### src/hdl/pmrs_pkg.sv
package pmrs_pkg;

  // Position register width and the fixed width of the target field.
  localparam int PosW = 32;
  localparam int SpeedW = 31;
  localparam int CntW = 8;
  localparam int RetryW = 4;

  localparam logic [SpeedW-1:0] SpeedReset = SpeedW'(100);

  // Settle detection thresholds.
  localparam int StallMove = 3;
  localparam int NearWindow = 10;
  localparam int SettleCount = 5;
  localparam int StallLimit = 200;
  localparam int RetryStep = 2;
  localparam int RetryErrorAt = 3;

  // Input item modes.
  localparam logic [1:0] ModeTick = 2'd0;
  localparam logic [1:0] ModeStart = 2'd1;
  localparam logic [1:0] ModeClear = 2'd2;

  // Move status codes.
  localparam logic [1:0] StIdle = 2'd0;
  localparam logic [1:0] StRunning = 2'd1;
  localparam logic [1:0] StCompleted = 2'd2;
  localparam logic [1:0] StError = 2'd3;

  typedef struct packed {
    logic signed [PosW-1:0] position;
    logic signed [PosW-1:0] previous_position;
    logic [CntW-1:0] stall_count;
    logic [CntW-1:0] near_count;
    logic [RetryW-1:0] retry_count;
    logic [1:0] run_status;
  } axis_state_t;

  typedef struct packed {
    logic signed [31:0] actual_position;
    logic [1:0] move_status;
    logic retry_issued;
    logic report_event;
  } result_t;

endpackage

### src/hdl/pmrs_step.sv
module pmrs_step (
  input  pmrs_pkg::axis_state_t cur_i,
  input  logic [pmrs_pkg::SpeedW-1:0] speed_i,
  input  logic [1:0] mode_i,
  input  logic signed [31:0] target_i,
  output pmrs_pkg::axis_state_t nxt_o,
  output pmrs_pkg::result_t res_o
);

  localparam int XW = pmrs_pkg::PosW + 1;

  logic signed [XW-1:0] pos_x;
  logic signed [XW-1:0] tgt_x;
  logic signed [XW-1:0] diff;
  logic move_up;
  logic [XW-1:0] abs_gap;
  logic [XW-1:0] speed_x;
  logic far;
  logic signed [pmrs_pkg::PosW-1:0] new_pos;
  logic [XW-1:0] remain;
  logic signed [XW-1:0] moved_s;
  logic [XW-1:0] moved;
  logic stall_hit;
  logic near_hit;
  logic [pmrs_pkg::CntW-1:0] stall_inc;
  logic [pmrs_pkg::CntW-1:0] near_inc;
  logic [pmrs_pkg::RetryW:0] retry_sum;
  logic retried;
  logic reported;

  // Slew limit: move by the profile speed, or land on the target when closer.
  always_comb begin
    pos_x = XW'(cur_i.position);
    tgt_x = XW'(target_i);
    diff = tgt_x - pos_x;
    move_up = (diff > 0);
    abs_gap = move_up ? XW'(diff) : XW'(pos_x - tgt_x);
    speed_x = XW'(speed_i);
    far = (abs_gap > speed_x);
    if (!far) begin
      new_pos = pmrs_pkg::PosW'(target_i);
    end else if (move_up) begin
      new_pos = cur_i.position + pmrs_pkg::PosW'(speed_i);
    end else begin
      new_pos = cur_i.position - pmrs_pkg::PosW'(speed_i);
    end
    remain = far ? (abs_gap - speed_x) : '0;
    moved_s = XW'(new_pos) - XW'(cur_i.previous_position);
    moved = moved_s[XW-1] ? XW'(-moved_s) : XW'(moved_s);
    stall_hit = (moved < XW'(pmrs_pkg::StallMove));
    near_hit = (remain < XW'(pmrs_pkg::NearWindow));
  end

  always_comb begin
    nxt_o = cur_i;
    retried = 1'b0;
    reported = 1'b0;
    stall_inc = cur_i.stall_count;
    near_inc = cur_i.near_count;
    retry_sum = (pmrs_pkg::RetryW + 1)'(cur_i.retry_count)
              + (pmrs_pkg::RetryW + 1)'(pmrs_pkg::RetryStep);
    case (mode_i)
      pmrs_pkg::ModeTick: begin
        nxt_o.position = new_pos;
        if (cur_i.run_status == pmrs_pkg::StRunning) begin
          if (stall_hit && (cur_i.stall_count != '1)) begin
            stall_inc = cur_i.stall_count + 1'b1;
          end
          if (near_hit && (cur_i.near_count != '1)) begin
            near_inc = cur_i.near_count + 1'b1;
          end
          nxt_o.stall_count = stall_inc;
          nxt_o.near_count = near_inc;
          if ((near_inc > pmrs_pkg::CntW'(pmrs_pkg::SettleCount))
              && (stall_inc > pmrs_pkg::CntW'(pmrs_pkg::SettleCount))) begin
            nxt_o.near_count = pmrs_pkg::CntW'(pmrs_pkg::NearWindow);
            nxt_o.run_status = pmrs_pkg::StCompleted;
            reported = 1'b1;
          end else if (32'(stall_inc) > 32'(pmrs_pkg::StallLimit)) begin
            nxt_o.stall_count = '0;
            nxt_o.near_count = '0;
            retried = 1'b1;
            nxt_o.retry_count = retry_sum[pmrs_pkg::RetryW] ? '1
                              : retry_sum[pmrs_pkg::RetryW-1:0];
            // Two earlier reissues leave the count at four, so this third one fails.
            if (cur_i.retry_count >= pmrs_pkg::RetryW'(pmrs_pkg::RetryErrorAt)) begin
              nxt_o.run_status = pmrs_pkg::StError;
              reported = 1'b1;
            end
          end
          nxt_o.previous_position = new_pos;
        end
      end
      pmrs_pkg::ModeStart: begin
        if (cur_i.run_status == pmrs_pkg::StIdle) begin
          nxt_o.run_status = pmrs_pkg::StRunning;
          nxt_o.stall_count = '0;
          nxt_o.near_count = '0;
          nxt_o.retry_count = '0;
        end
      end
      pmrs_pkg::ModeClear: begin
        nxt_o.run_status = pmrs_pkg::StIdle;
      end
      default: begin
      end
    endcase
    res_o.actual_position = 32'(nxt_o.position);
    res_o.move_status = nxt_o.run_status;
    res_o.retry_issued = retried;
    res_o.report_event = reported;
  end

endmodule

### src/hdl/position_move_ramp_settle.sv
// Simulated profile-position axis with slew-rate limiting and settle detection.
// Every input transfer produces exactly one result transfer. A tick (mode 0)
// moves the position toward target_position_i by at most the profile speed;
// while a move runs, it counts ticks that barely moved and ticks that ended
// near the target, reports completion when both pass five, and reissues the
// move after a long stall, reporting an error on the third reissue. A start
// (mode 1) begins a move only from idle, and a clear (mode 2) returns the
// status to idle. Throughput is one item per clock while in_stall_o is low:
// the whole update is a single pass of add, clamp and compare logic from the
// state registers into the result register, so back-to-back transfers need
// no wait, and each result is registered. A two-entry output buffer (result
// register plus skid register) lets the block keep taking items while a
// result waits; in_stall_o is raised only when both entries are full and comes
// straight from a flop. The profile speed register resets to 100. The user must
// write it through cfg_we_i / cfg_wdata_i while idle, which is not enforced.
module position_move_ramp_settle (
  input  logic clk_i,
  input  logic rst_ni,

  input  logic cfg_we_i,
  input  logic [pmrs_pkg::SpeedW-1:0] cfg_wdata_i,

  input  logic in_valid_i,
  output logic in_stall_o,
  input  logic [1:0] mode_i,
  input  logic signed [31:0] target_position_i,

  output logic out_valid_o,
  input  logic out_stall_i,
  output logic signed [31:0] actual_position_o,
  output logic [1:0] move_status_o,
  output logic retry_issued_o,
  output logic report_event_o
);

  // Axis state and configuration.
  pmrs_pkg::axis_state_t state_q, state_d;
  logic [pmrs_pkg::SpeedW-1:0] speed_q;

  // Output buffering: main result register and the skid entry behind it.
  pmrs_pkg::result_t res_d;
  pmrs_pkg::result_t out_q;
  pmrs_pkg::result_t skid_q;
  logic out_valid_q;
  logic skid_valid_q;

  logic in_xfer;
  logic out_xfer;

  assign in_xfer = in_valid_i && !skid_valid_q;
  assign out_xfer = out_valid_q && !out_stall_i;

  pmrs_step u_step (
    .cur_i    (state_q),
    .speed_i  (speed_q),
    .mode_i   (mode_i),
    .target_i (target_position_i),
    .nxt_o    (state_d),
    .res_o    (res_d)
  );

  // The axis state advances on each accepted item.
  always_ff @(posedge clk_i or negedge rst_ni) begin
    if (!rst_ni) begin
      state_q.position <= '0;
      state_q.previous_position <= '0;
      state_q.stall_count <= '0;
      state_q.near_count <= '0;
      state_q.retry_count <= '0;
      state_q.run_status <= pmrs_pkg::StIdle;
    end else if (in_xfer) begin
      state_q <= state_d;
    end
  end

  always_ff @(posedge clk_i or negedge rst_ni) begin
    if (!rst_ni) begin
      speed_q <= pmrs_pkg::SpeedReset;
    end else if (cfg_we_i) begin
      speed_q <= cfg_wdata_i;
    end
  end

  // Valid flags of the two result entries. When the skid entry is full the
  // input is stalled, so the only event then is the main entry draining.
  always_ff @(posedge clk_i or negedge rst_ni) begin
    if (!rst_ni) begin
      out_valid_q <= 1'b0;
      skid_valid_q <= 1'b0;
    end else if (skid_valid_q) begin
      if (out_xfer) begin
        skid_valid_q <= 1'b0;
      end
    end else if (in_xfer) begin
      if (out_valid_q && !out_xfer) begin
        skid_valid_q <= 1'b1;
      end else begin
        out_valid_q <= 1'b1;
      end
    end else if (out_xfer) begin
      out_valid_q <= 1'b0;
    end
  end

  // Result payload moves without reset; only the valid flags matter.
  always_ff @(posedge clk_i) begin
    if (skid_valid_q) begin
      if (out_xfer) begin
        out_q <= skid_q;
      end
    end else if (in_xfer) begin
      if (out_valid_q && !out_xfer) begin
        skid_q <= res_d;
      end else begin
        out_q <= res_d;
      end
    end
  end

  assign in_stall_o = skid_valid_q;
  assign out_valid_o = out_valid_q;
  assign actual_position_o = out_q.actual_position;
  assign move_status_o = out_q.move_status;
  assign retry_issued_o = out_q.retry_issued;
  assign report_event_o = out_q.report_event;

endmodule
### config.mk
export PLATFORM = sky130hd
export DESIGN_NAME = position_move_ramp_settle
export DESIGN_NICKNAME = d
export VERILOG_FILES = /design/src/hdl/pmrs_pkg.sv /design/src/hdl/pmrs_step.sv /design/src/hdl/position_move_ramp_settle.sv
export SDC_FILE = /design/constraint.sdc
export NUM_CORES = 1
export LEC_CHECK = 0
export BUFFER_PORTS_ARGS = -buffer_cell sky130_fd_sc_hd__buf_4
export CORE_UTILIZATION = 40
export DETAILED_ROUTE_END_ITERATION = 10
export PLACE_DENSITY_LB_ADDON = 0.3
export SYNTH_ARGS = -nofsm -noshare
export SYNTH_HDL_FRONTEND = slang
export SYNTH_SLANG_ARGS = --single-unit
export TNS_END_PERCENT = 20
### constraint.sdc
create_clock -name clk_i -period 12.2 [get_ports clk_i]
set_clock_uncertainty 0.15 [all_clocks]
set_input_delay 0.61 -clock clk_i [delete_from_list [all_inputs] [get_ports clk_i]]
set_output_delay 0.61 -clock clk_i [all_outputs]
set_load 0.005 [all_outputs]
==> flow_summary.yaml <==
die:
  fp-row-count: 82
  core_sq_mm: 0.05017
  die_width_um: 227.6
  pin_count: 108
  floorplan.initialDensity_pct: 40.59
  dieHeight_um: 227.6
  die-area_sq_mm: 0.05182
route:
  post-route-drc-count: 0
  wl_um: 72650
  drt_first_pass_iters: 6
  via_count: 21710
  drt-wirelength-per-cell_um: 19.02
  drt_first_iter_violations: 1538
  vias_per_cell: 5.684
  antenna_violating_nets_post_route: 0
logic_synthesis:
  ys_warn_count: 0
  synth_enable_flop_cells: 72
  most_used_standard_cells_in_the_synthesized_netlist: "nand2_1 (294), o21ai_0 (255), inv_1 (248)"
  postSynthRegisterBits: 191
  postSynthNetCount: 2881
  synth_async_sr_flop_share_pct: 62.30
  synth_cell_type_count: 104
  netlist_top_cells_area: "dfrtp_1 (14%), edfxtp_1 (11%), ha_1 (10%)"
  synth_seq_area_share_pct: 25.26
  synth.cell_area_sq_mm: 0.02036
  synth_area_leader_cell: "dfrtp_1"
  ys_dominant_reg_cell: "dfrtp_1"
  synth.top_cell.area_share_pct: 14.25
  postSynthAreaPerCell_sq_um: 7.708
  yosysMostFrequentCell: "nand2_1"
  synthesized_netlist_cell_count: 2642
cts:
  cts.reportedPaths.clkPinSlew_ns: 0.09
  clock_sinks: 191
  cts_made_buffers: 17
  cts-root-buf: "clkbuf_16"
  cts_tree: "done"
  worst_skew_pair.late_latency_ns: 0.52
  clock_tree.buffer_depth: 2
  htreeDepth: 4
sta:
  fmax_mhz: 84.81
  fin_crit_ns: 11.79
  tns_ns: 0
  worst_slew_pin_slew_ns: 1.019
  max_transition_margin_pct: 31.98
  timing_max_transition_violations_final: 0
  setup_viol: 0
  hold_viol: 0
  timing.final.crit_share_pct: 96.65
place:
  io_buffer_count: 107
  hpwl_um: 58700
  replace_congestion: 0.9586
setup_path:
  crit_path_end_kind: "flip-flop"
  path_max_fanout: 14
  cp_data_required_time_ns: 12.50
  cpPeakStageDelay_ns: 0.50
  timing.critical_path.arrival_ns: 12.09
  setup.worst_path.class: "reg -> reg"
  start_kind: "flip-flop"
  critPathSlowestCell: "fa_1"
cells_and_area:
  number_of_diodes: 0
  area_overhead_of_the_layout_relative_to_synthesis_pct: 29.79
  design.final.nets: 3373
  layout.filler_cells: 4769
  final_layout_size_suffix_gt1_share_pct: 25.45
grt:
  grt_antenna_before_repair: 1
  globalRouteOverflowTotal: 0
  groute.usage.overall_pct: 27.97
  grt_first_pass_wirelength_um: 112500
  grt_start_max_net_pins: 63
  grt_pass1_vias: 21080
worst_hold_path:
  min-delay-path-class: "in -> async"
status:
  run_status: "finished, final reports clean"
job:
  maxCapViolCount: 0
==> critical path: cells and delay by family (launching register included) <==
kind | cells | cell delay, ns
AO/OA/AOI/OAI | 30 | 5.76
XOR/XNOR | 3 | 0.56
adder cells (fa/ha/maj) | 4 | 1.29
buffers and inverters | 8 | 1.11
flip-flops | 1 | 0.39
AND/OR/NAND/NOR | 10 | 2.41
==> final timing paths <==
| check | from | endpoint | slack, ns | cells after the start |
|---|---|---|---|---|
| worst max-delay path | state_q[54] | state_q[4] | 0.41 | 55 |
| worst min-delay path | rst_ni | state_q[13] | 0.02 | 1 |
| worst max register to register | state_q[54] | state_q[4] | 0.41 | 55 |
| worst min register to register | state_q[30] | state_q[30] | 0.33 | 2 |
| max in group asynchronous | rst_ni | speed_q[11] | 10.42 | 2 |
| min in group clk_i | cfg_wdata_i[18] | speed_q[18] | 0.15 | 3 |
==> final cells by class <==
cell class | count | area (sq um) | area share (%)
multi-input combinational | 2079 | 14380 | 54.40
sequential | 191 | 5145 | 19.47
timing repair buffer | 595 | 4518 | 17.09
inverter | 250 | 938.4 | 3.550
tap | 672 | 840.8 | 3.181
clock buffer | 17 | 425.4 | 1.609
clock inverter | 15 | 185.2 | 0.7006
==> layout by cell type, fill, tap and decap left out, types with 28 or more instances in the layout <==
| cell | instances |
|---|---|
| nand4_1 | 36 |
| edfxtp_1 | 72 |
| buf_4 | 586 |
| ha_1 | 161 |
| nor2_1 | 174 |
| nand2b_1 | 28 |
| nand2_1 | 293 |
| mux2i_1 | 41 |
| a21oi_1 | 206 |
| inv_1 | 247 |
| nand3_1 | 55 |
| xor2_1 | 45 |
| nor3_1 | 49 |
| a21o_1 | 56 |
| dfrtp_1 | 115 |
| o21ai_0 | 241 |
| a31oi_1 | 33 |
| xnor2_1 | 100 |
==> per-layer routing <==
metal	GRT usage, %	vias up	part of all wire [%]
li1	-	10520	-
met1	36.69	10410	45
met2	46.63	644	47
met3	3.959	135	4.5
met4	10.24	2	3.4
met5	0	-	0.021
==> timing repair <==
action	4_1_cts	5_1_grt
setup buffers	1	12
resized for setup	19	114
pin swaps	3	55
setup endpoints to repair	30	30
hold buffers	0	0
==> metrics by stage <==
| stage | hold slack (ns) | instance area, sq um | worst slack, ns | util (%) | cells |
|---|---|---|---|---|---|
| finish | 0.01861 | 26430 | 0.4090 | 52.68 | 3819 |
| global route | 0.07310 | 26430 | -0.1043 | 52.68 | 3819 |
| floorplan | 0.1644 | 20380 | 0.008768 | - | 2642 |
| global placement | 0.3123 | 25140 | -0.9246 | 50.11 | 3775 |
| detailed placement | 0.3200 | 25140 | -1.193 | 50.11 | 3775 |
| CTS | 0.03203 | 25830 | 0.01803 | 51.48 | 3808 |
==> flip-flops by register name, summed over array words and instances, names as in the netlist <==
signal / flops
actual_position_o: 32
in_stall_o: 1
move_status_o: 2
out_valid_o: 1
report_event_o: 1
retry_issued_o: 1
skid_q: 36
speed_q: 31
state_q: 86
==> kinds of logic (layout without fill, tap and decap cells) <==
group,after synthesis,count (layout),synth area share (%)
compound gates,888,888,28.16
fa+ha+maj,169,169,10.57
mux,61,61,3.103
flops,191,191,25.26
simple gates,814,814,19.43
xor+xnor,147,147,6.359
buf+inv,372,877,7.115
Power is not shown: default switching activity piles up to over one toggle a cycle in this logic, so the estimate is an artifact.
